--- config.mk ---
export PLATFORM = sky130hd
export DESIGN_NAME = multi_channel_oneshot_timer_unit_flat
export DESIGN_NICKNAME = d
export VERILOG_FILES = /design/src/rtl/core/mcot_pkg.sv /design/src/rtl/core/mcot_if.sv /design/src/rtl/core/mcot_chan_bank.sv /design/src/rtl/core/mcot_time_base.sv /design/src/rtl/core/multi_channel_oneshot_timer_unit.sv /design/src/flat_wrapper.sv
export VERILOG_INCLUDE_DIRS = /design/src /design/src/rtl/core
export SDC_FILE = /design/constraint.sdc
export NUM_CORES = 1
export LEC_CHECK = 0
export BUFFER_PORTS_ARGS = -buffer_cell sky130_fd_sc_hd__buf_2
export CORE_MARGIN = 3
export CORE_UTILIZATION = 58
export CTS_CLUSTER_DIAMETER = 200
export DETAILED_ROUTE_END_ITERATION = 6
export PLACE_DENSITY = 0.79
export SLEW_MARGIN = 20
export SYNTH_ARGS = -nofsm -noshare
export SYNTH_HDL_FRONTEND = slang
export SYNTH_HIERARCHICAL = 1
export SYNTH_SLANG_ARGS = --single-unit
--- constraint.sdc ---
create_clock -name clk -period 11.82 [get_ports clk]
set_input_delay 1.773 -clock clk [delete_from_list [all_inputs] [get_ports clk]]
set_output_delay 1.773 -clock clk [all_outputs]
set_load 0.02 [all_outputs]
--- src/rtl/core/multi_channel_oneshot_timer_unit_assert.svh ---
// Assertion macros shared by the one-shot timer RTL.
`ifndef MULTI_CHANNEL_ONESHOT_TIMER_UNIT_ASSERT_SVH
`define MULTI_CHANNEL_ONESHOT_TIMER_UNIT_ASSERT_SVH

// Clocked check, masked while reset is high.
`define MCOT_CHECK(lbl, prop, msg) \
  lbl: assert property (@(posedge clk) disable iff (rst) prop) else $error(msg);

// Clocked check that also holds through reset.
`define MCOT_CHECK_ALWAYS(lbl, prop, msg) \
  lbl: assert property (@(posedge clk) prop) else $error(msg);

`endif

--- src/rtl/core/mcot_pkg.sv ---
// Types and constants for the multi-channel one-shot timer.
`default_nettype none

package mcot_pkg;

  // Request field widths
  localparam int MODE_W   = 2;
  localparam int CHAN_W   = 2;
  localparam int PERIOD_W = 32;
  localparam int SUB_W    = 14;

  // Response field widths
  localparam int MASK_W = 4;
  localparam int TIME_W = 32;

  // Microseconds per millisecond and the width of sub_count scaled by it
  localparam int US_PER_MS = 1000;
  localparam int US_W      = 10;
  localparam int SCALED_W  = SUB_W + US_W;

  typedef enum logic [MODE_W-1:0] {
    MODE_TICK   = 2'd0,
    MODE_ARM    = 2'd1,
    MODE_CANCEL = 2'd2
  } mode_t;

  // Step control from the pipeline to the state blocks
  typedef struct packed {
    logic              en;
    mode_t             mode;
    logic [CHAN_W-1:0] chan;
  } ctl_t;

endpackage

`default_nettype wire

--- src/rtl/core/mcot_if.sv ---
// Request and response channel interfaces of the one-shot timer.
`default_nettype none

interface mcot_req_if;
  import mcot_pkg::*;
  logic                valid;
  logic                ready;
  logic [MODE_W-1:0]   mode;
  logic [CHAN_W-1:0]   channel;
  logic [PERIOD_W-1:0] period;
  logic [SUB_W-1:0]    sub_count;

  modport source (output valid, mode, channel, period, sub_count, input ready);
  modport sink (input valid, mode, channel, period, sub_count, output ready);
endinterface

interface mcot_rsp_if;
  import mcot_pkg::*;
  logic              valid;
  logic              ready;
  logic [MASK_W-1:0] fired_mask;
  logic [TIME_W-1:0] milliseconds;
  logic [TIME_W-1:0] microseconds;

  modport source (output valid, fired_mask, milliseconds, microseconds, input ready);
  modport sink (input valid, fired_mask, milliseconds, microseconds, output ready);
endinterface

`default_nettype wire

--- src/rtl/core/mcot_chan_bank.sv ---
// One-shot countdown channels: load, cancel, decrement and expiry.
`default_nettype none

`include "multi_channel_oneshot_timer_unit_assert.svh"

module mcot_chan_bank #(
  parameter int CHANNELS = 4
) (
  input  wire logic                           clk,
  input  wire logic                           rst,
  input  wire mcot_pkg::ctl_t                 ctl,
  input  wire logic [mcot_pkg::PERIOD_W-1:0]  period,
  output logic      [CHANNELS-1:0]            fired
);
  import mcot_pkg::*;

  logic [CHANNELS-1:0] active;
  logic [CHANNELS-1:0] active_next;
  logic [PERIOD_W-1:0] remaining      [CHANNELS];
  logic [PERIOD_W-1:0] remaining_next [CHANNELS];
  logic [PERIOD_W-1:0] dec            [CHANNELS];

  for (genvar c = 0; c < CHANNELS; c++) begin : g_chan
    logic hit;

    assign hit    = (int'(ctl.chan) == c);
    assign dec[c] = remaining[c] - PERIOD_W'(1);

    // Per-channel next state
    always_comb begin
      active_next[c]    = active[c];
      remaining_next[c] = remaining[c];
      fired[c]          = 1'b0;
      if (ctl.en) begin
        case (ctl.mode)
          MODE_TICK: begin
            if (active[c]) begin
              remaining_next[c] = dec[c];
              if (dec[c] == '0) begin
                fired[c]       = 1'b1;
                active_next[c] = 1'b0;
              end
            end
          end
          MODE_ARM: begin
            if (hit) begin
              remaining_next[c] = period;
              active_next[c]    = 1'b1;
            end
          end
          MODE_CANCEL: begin
            if (hit) begin
              active_next[c] = 1'b0;
            end
          end
          default: begin
          end
        endcase
      end
    end

    always_ff @(posedge clk) begin
      if (rst) begin
        active[c] <= 1'b0;
      end else begin
        active[c] <= active_next[c];
      end
    end

    // Count is only read while active, so it needs no reset
    always_ff @(posedge clk) begin
      remaining[c] <= remaining_next[c];
    end
  end

  `MCOT_CHECK(a_fire_only_on_tick, (|fired) |-> (ctl.en && ctl.mode == MODE_TICK), "fire outside a tick")
  `MCOT_CHECK(a_fire_needs_active, (fired & ~active) == '0, "inactive channel fired")
  `MCOT_CHECK(a_tick_never_arms, (ctl.en && ctl.mode == MODE_TICK) |=> $countones(active) <= $past($countones(active)), "tick raised active count")

endmodule

`default_nettype wire

--- src/rtl/core/mcot_time_base.sv ---
// Millisecond counter and microsecond readout.
`default_nettype none

`include "multi_channel_oneshot_timer_unit_assert.svh"

module mcot_time_base #(
  parameter int SUBTICKS_PER_MS = 16000
) (
  input  wire logic                           clk,
  input  wire logic                           rst,
  input  wire mcot_pkg::ctl_t                 ctl,
  input  wire logic [mcot_pkg::SCALED_W-1:0]  sub_scaled,
  output logic      [mcot_pkg::TIME_W-1:0]    ms_new,
  output logic      [mcot_pkg::TIME_W-1:0]    us_new
);
  import mcot_pkg::*;

  // Round-up reciprocal: exact floor division for any SCALED_W-bit dividend
  localparam int SHIFT = SCALED_W + $clog2(SUBTICKS_PER_MS);
  localparam longint unsigned RECIP =
    ((64'd1 << SHIFT) + 64'(SUBTICKS_PER_MS) - 64'd1) / 64'(SUBTICKS_PER_MS);
  localparam int RECIP_W = SCALED_W + 1;
  localparam int PROD_W  = SCALED_W + RECIP_W;

  logic [TIME_W-1:0]   ms_count;
  logic [TIME_W-1:0]   ms_count_next;
  logic [RECIP_W-1:0]  recip;
  logic [PROD_W-1:0]   prod;
  logic [SCALED_W-1:0] quot;

  assign recip = RECIP_W'(RECIP);

  // Counter advance on a tick
  always_comb begin
    ms_count_next = ms_count;
    if (ctl.en && ctl.mode == MODE_TICK) begin
      ms_count_next = ms_count + TIME_W'(1);
    end
  end

  assign ms_new = ms_count_next;

  // sub_scaled / SUBTICKS_PER_MS by reciprocal multiply
  assign prod = PROD_W'(sub_scaled) * PROD_W'(recip);
  assign quot = SCALED_W'(prod >> SHIFT);

  assign us_new = ms_count_next * TIME_W'(US_PER_MS) + TIME_W'(quot);

  always_ff @(posedge clk) begin
    if (rst) begin
      ms_count <= '0;
    end else begin
      ms_count <= ms_count_next;
    end
  end

  `MCOT_CHECK(a_ms_holds_off_tick, !(ctl.en && ctl.mode == MODE_TICK) |=> $stable(ms_count), "ms counter moved without tick")

endmodule

`default_nettype wire

--- src/rtl/core/multi_channel_oneshot_timer_unit.sv ---
// Top level of the multi-channel one-shot timer: request stage, state blocks, response stage.
//
//  channel | dir | fields
//  --------+-----+------------------------------------------------
//  req     | in  | mode, channel, period, sub_count
//  rsp     | out | fired_mask, milliseconds, microseconds
//
// Each request gives one response after the input and response registers, one per cycle unless rsp.ready stalls.
// The input register and the response register make the two pipeline stages;
// the channel decrement and reciprocal scaling sit between them.
// A stalled response holds the request stage; req.ready falls only when both are full.
// Synchronous reset clears the ms counter, channel active bits and stage valids.
`default_nettype none

`include "multi_channel_oneshot_timer_unit_assert.svh"

module multi_channel_oneshot_timer_unit #(
  parameter int CHANNELS        = 4,
  parameter int SUBTICKS_PER_MS = 16000
) (
  input wire logic  clk,
  input wire logic  rst,
  mcot_req_if.sink  req,
  mcot_rsp_if.source rsp
);
  import mcot_pkg::*;

  // Request stage
  logic                s1_valid;
  logic [MODE_W-1:0]   s1_mode;
  logic [CHAN_W-1:0]   s1_chan;
  logic [PERIOD_W-1:0] s1_period;
  logic [SCALED_W-1:0] s1_scaled;
  logic                adv;

  // Response stage
  logic                o_valid;
  logic                o_valid_next;
  logic [MASK_W-1:0]   o_mask;
  logic [TIME_W-1:0]   o_ms;
  logic [TIME_W-1:0]   o_us;

  ctl_t                ctl;
  logic [CHANNELS-1:0] fired;
  logic [MASK_W-1:0]   fired_mask;
  logic [TIME_W-1:0]   ms_new;
  logic [TIME_W-1:0]   us_new;

  assign adv       = s1_valid && (!o_valid || rsp.ready);
  assign req.ready = !s1_valid || adv;

  always_ff @(posedge clk) begin
    if (rst) begin
      s1_valid <= 1'b0;
    end else if (req.ready) begin
      s1_valid <= req.valid;
    end
  end

  always_ff @(posedge clk) begin
    if (req.valid && req.ready) begin
      s1_mode   <= req.mode;
      s1_chan   <= req.channel;
      s1_period <= req.period;
      s1_scaled <= SCALED_W'(req.sub_count) * SCALED_W'(US_PER_MS);
    end
  end

  assign ctl.en   = adv;
  assign ctl.mode = mode_t'(s1_mode);
  assign ctl.chan = s1_chan;

  mcot_chan_bank #(
    .CHANNELS (CHANNELS)
  ) u_bank (
    .clk    (clk),
    .rst    (rst),
    .ctl    (ctl),
    .period (s1_period),
    .fired  (fired)
  );

  mcot_time_base #(
    .SUBTICKS_PER_MS (SUBTICKS_PER_MS)
  ) u_time (
    .clk        (clk),
    .rst        (rst),
    .ctl        (ctl),
    .sub_scaled (s1_scaled),
    .ms_new     (ms_new),
    .us_new     (us_new)
  );

  // Only the low channels show in the mask
  for (genvar i = 0; i < MASK_W; i++) begin : g_mask
    if (i < CHANNELS) begin : g_on
      assign fired_mask[i] = fired[i];
    end else begin : g_off
      assign fired_mask[i] = 1'b0;
    end
  end

  // Response register
  assign o_valid_next = adv || (o_valid && !rsp.ready);

  always_ff @(posedge clk) begin
    if (rst) begin
      o_valid <= 1'b0;
    end else begin
      o_valid <= o_valid_next;
    end
  end

  always_ff @(posedge clk) begin
    if (adv) begin
      o_mask <= fired_mask;
      o_ms   <= ms_new;
      o_us   <= us_new;
    end
  end

  assign rsp.valid        = o_valid;
  assign rsp.fired_mask   = o_mask;
  assign rsp.milliseconds = o_ms;
  assign rsp.microseconds = o_us;

  `MCOT_CHECK(a_ready_when_empty, !o_valid |-> req.ready, "request stalled with empty response stage")
  `MCOT_CHECK_ALWAYS(a_reset_clears_valid, rst |=> (!o_valid && !s1_valid), "valid survived reset")

endmodule

`default_nettype wire

--- src/flat_wrapper.sv ---
// flat-port wrapper written by rule: the top's interface ports become plain ports
module multi_channel_oneshot_timer_unit_flat import mcot_pkg::*;
#(
  parameter int CHANNELS        = 4,
  parameter int SUBTICKS_PER_MS = 16000
)
  (clk, rst, req_valid, req_mode, req_channel, req_period, req_sub_count, req_ready, rsp_valid, rsp_fired_mask, rsp_milliseconds, rsp_microseconds, rsp_ready);
  mcot_req_if req_i ();
  mcot_rsp_if rsp_i ();
  input wire logic clk;
  input wire logic rst;
  input wire logic [$bits(req_i.valid)-1:0] req_valid;
  input wire logic [$bits(req_i.mode)-1:0] req_mode;
  input wire logic [$bits(req_i.channel)-1:0] req_channel;
  input wire logic [$bits(req_i.period)-1:0] req_period;
  input wire logic [$bits(req_i.sub_count)-1:0] req_sub_count;
  output wire logic [$bits(req_i.ready)-1:0] req_ready;
  output wire logic [$bits(rsp_i.valid)-1:0] rsp_valid;
  output wire logic [$bits(rsp_i.fired_mask)-1:0] rsp_fired_mask;
  output wire logic [$bits(rsp_i.milliseconds)-1:0] rsp_milliseconds;
  output wire logic [$bits(rsp_i.microseconds)-1:0] rsp_microseconds;
  input wire logic [$bits(rsp_i.ready)-1:0] rsp_ready;
  assign req_i.valid = req_valid;
  assign req_i.mode = req_mode;
  assign req_i.channel = req_channel;
  assign req_i.period = req_period;
  assign req_i.sub_count = req_sub_count;
  assign req_ready = req_i.ready;
  assign rsp_valid = rsp_i.valid;
  assign rsp_fired_mask = rsp_i.fired_mask;
  assign rsp_milliseconds = rsp_i.milliseconds;
  assign rsp_microseconds = rsp_i.microseconds;
  assign rsp_i.ready = rsp_ready;
  multi_channel_oneshot_timer_unit #(.CHANNELS(CHANNELS), .SUBTICKS_PER_MS(SUBTICKS_PER_MS)) u_core (.clk(clk), .rst(rst), .req(req_i), .rsp(rsp_i));
endmodule
==> results by group <==
Yosys
  • Synth Flop Type: edfxtp_1
  • Mean Syn Cell Area: about 10 µm²
  • Sequential share of the synthesized area: ~28%
  • Mapped Area: between 20000 and 30000 µm²
  • Synth cell types: 94
  • Yosys reg bits: between 200 and 300
  • Asr flop ratio synth: 0%
  • Area leader, netlist: edfxtp_1
  • Top-area cell type share of the netlist area: approximately a quarter
  • Cells after synthesis: roughly 2900
  • Top cells by area, synth: edfxtp_1, fa_1, ha_1
  • EDFF count, synth: 253
  • Synth warnings: 6

Cells and area
  • Share of cells above drive strength 1: around 7.9%
  • Most common cell after layout, fill and taps aside: inv_1
  • Synth-to-layout area growth: 9.03%
  • Fin nets: ~3800
  • Core Util, Final: about 64%
  • Multi-input gate area: 19200 µm²
  • Layout Cells excl Fill: 3757
  • Layout filler cell count: a little under 4000
  • Commonest cells after routing, fill and taps aside: inv_1, ha_1, fa_1
  • Diodes inserted: 0
  • Reg area: 8360 µm²

Placed design
  • RePlAce Congestion: 0.915
  • HPWL after detailed placement: 55.2 mm
  • DP Cell Count: around 3700
  • Port bufs: 123

Timing
  • Tcrit/Tclk final: 80.4%
  • Final hold violations: 0
  • Fin Setup TNS: 0 ns
  • Max Slew Vio Count: 0
  • Worst Tran Pin Value: just under 1 ns
  • Slew Limit Headroom: 34.0%
  • Final setup violation count: 0
  • Min Hold Slack: 0.547 ns
  • RSZ-0062 raised after global routing: no
  • Clock skew: around 0.017 ns
  • Fmax: 0.105 GHz
  • Minimum clock period: 9.50 ns

Floorplanning
  • Die width: about 230 µm
  • Starting Density: 59.1%
  • Total core area: ~50000 µm²
  • I/O pins: 124
  • Die Ht: approximately 230 µm
  • FP Rows: 82
  • Die Area: around 54000 µm²

GRT
  • First-pass GRT wire length: 116 mm
  • GRT overflow: 0
  • Total GRT Usage: 26.7%
  • Largest net degree at the start of global routing: 66
  • Initial antenna violation count: 1
  • Vias in the first global route: about 23000

Critical path
  • Critical Path RT: ~12 ns
  • Startpoint of the worst register-to-register path: u_core/s1_scaled[20]$_DFFE_PP_
  • CP peak stage delay: 0.67 ns
  • Top cell by count, worst path: fa_1
  • Slowest cell on crit path: edfxtp_1
  • Worst setup path class: reg2reg
  • Crit end category: register
  • Arrival @ worst endpoint: approximately 10 ns
  • Register-to-register setup slack: about 2.3 ns
  • Capture point of the worst reg-to-reg path: u_core/rsp.microseconds[31]$_DFFE_PP_
  • CP max FO: 11
  • Reg2reg path depth: 33
  • Critical path startpoint category: register

Detailed routing
  • Final wirelength: around 71 mm
  • Via count: 21400
  • Drt pass-1 iters: 6
  • Via/cell ratio: 5.69
  • Average wire per standard cell: 18.8 µm
  • Final antenna-violating net count: 0
  • Starting DRT DRC Count: approximately 1600
  • Post-route DRC: 0

Min path
  • Worst hold stages: 2
  • Worst Hold End: u_core/rsp.valid$_SDFF_PP0_
  • Worst min-delay path class: reg2reg
  • Hold Path Origin: u_core/s1_valid$_SDFFE_PP0N_

Clocking
  • Num CTS Buffers: 36
  • Clock root buffer: clkbuf_16
  • Post-CTS Resized: 0
  • CTS Hold Bufs: 0
  • Clock buffer depth: 3
  • Clk sinks: 291
  • Worst-path clk slew: about 0.060 ns
  • CTS H-tree depth: 2
  • Worst skew pair latency: roughly 0.54 ns
  • Post-CTS setup buffer count: 0
  • TritonCTS clock tree: built

Run
  • Max cap viols: 0

Outcome
  • Status: finished clean
==> through the flow <==
step           setup WS, ns  cell area [µm²]
6_report               2.32            32500
2_1_floorplan         0.338            29900
4_1_cts                2.50            32500
3_3_place_gp           2.81            31300
3_5_place_dp           2.52            31400
5_1_grt                1.75            32500
==> flip-flops by register name (all words and copies together) (netlist names) <==
signal,count
u_core/u_bank/remaining,128
u_core/u_bank/active,4
u_core/rsp.milliseconds,32
u_core/s1_valid,1
u_core/u_time/ms_count,32
u_core/rsp.microseconds,32
u_core/s1_mode,2
u_core/rsp.valid,1
u_core/s1_scaled,21
u_core/s1_period,32
u_core/s1_chan,2
u_core/rsp.fired_mask,4
==> Yosys cell counts (16+ instances only) <==
cell type    n
inv_1      599
ha_1       381
fa_1       314
edfxtp_1   253
nor2_1     191
a21oi_1    144
xnor2_1    135
nand2_1     93
xor2_1      84
nor3_1      78
a21o_1      47
nand3_1     43
nor4_1      43
o21ai_0     43
clkbuf_1    39
dfxtp_1     38
nand4_1     29
nand2b_1    27
or3_1       24
a21boi_0    23
nor2b_1     23
o21a_1      16
==> critical path, delay by kind of cell, from the launching register on <==
kind,cells,cell delay (ns)
compound gates,10,2.28
xor+xnor,2,0.30
fa+ha+maj,9,4.07
buf+inv,4,0.21
flops,1,0.67
simple gates,8,1.71
==> metal layers <==
layer	vias up	track usage, %	share of wire, %	wire, µm
li1	9988	-	-	-
met1	10600	36.5	43	30300
met2	677	43.5	48	33600
met3	159	4.41	6.2	4400
met4	0	9.28	3.4	2410
met5	-	0	0	0
==> layout make-up <==
type                    instances  area share [%]
well taps                     672            2.59
clock buffers                  49            3.14
repair buffers                136            2.19
clock inverters                16           0.381
flip-flops and latches        291            25.7
inverters                     599            6.92
multi-input cells            1994            59.1
==> kinds of logic (layout without fill, tap and decap cells) <==
kind of cell    count (synthesis)  count (layout)  synth area share (%)
simple gates                  654             654                  11.5
mux                            10              10                 0.352
flops                         291             291                  28.0
other cells                     1              30                0.0126
compound gates                384             384                  8.38
fa+ha+maj                     695             695                  37.1
buf+inv                       643             800                  8.13
xor+xnor                      221             221                  6.54
==> worst max-delay path by stage <==
stage | startpoint | cells after the start | to | slack (ns)
after floorplan | rsp_ready | 26 | u_core/rsp.microseconds[31]$_DFFE_PP_ | 0.34
after global placement | u_core/s1_scaled[16]$_DFFE_PP_ | 33 | u_core/rsp.microseconds[31]$_DFFE_PP_ | 2.81
after detailed placement | u_core/s1_scaled[20]$_DFFE_PP_ | 33 | u_core/rsp.microseconds[31]$_DFFE_PP_ | 2.52
after CTS | u_core/s1_scaled[20]$_DFFE_PP_ | 33 | u_core/rsp.microseconds[31]$_DFFE_PP_ | 2.50
after global routing | u_core/s1_scaled[20]$_DFFE_PP_ | 33 | u_core/rsp.microseconds[31]$_DFFE_PP_ | 1.75
final | u_core/s1_scaled[20]$_DFFE_PP_ | 33 | u_core/rsp.microseconds[31]$_DFFE_PP_ | 2.32
Power is left out: the tool's default activity adds up to more than one toggle a clock period on the data nets, which glitch-free logic cannot reach.
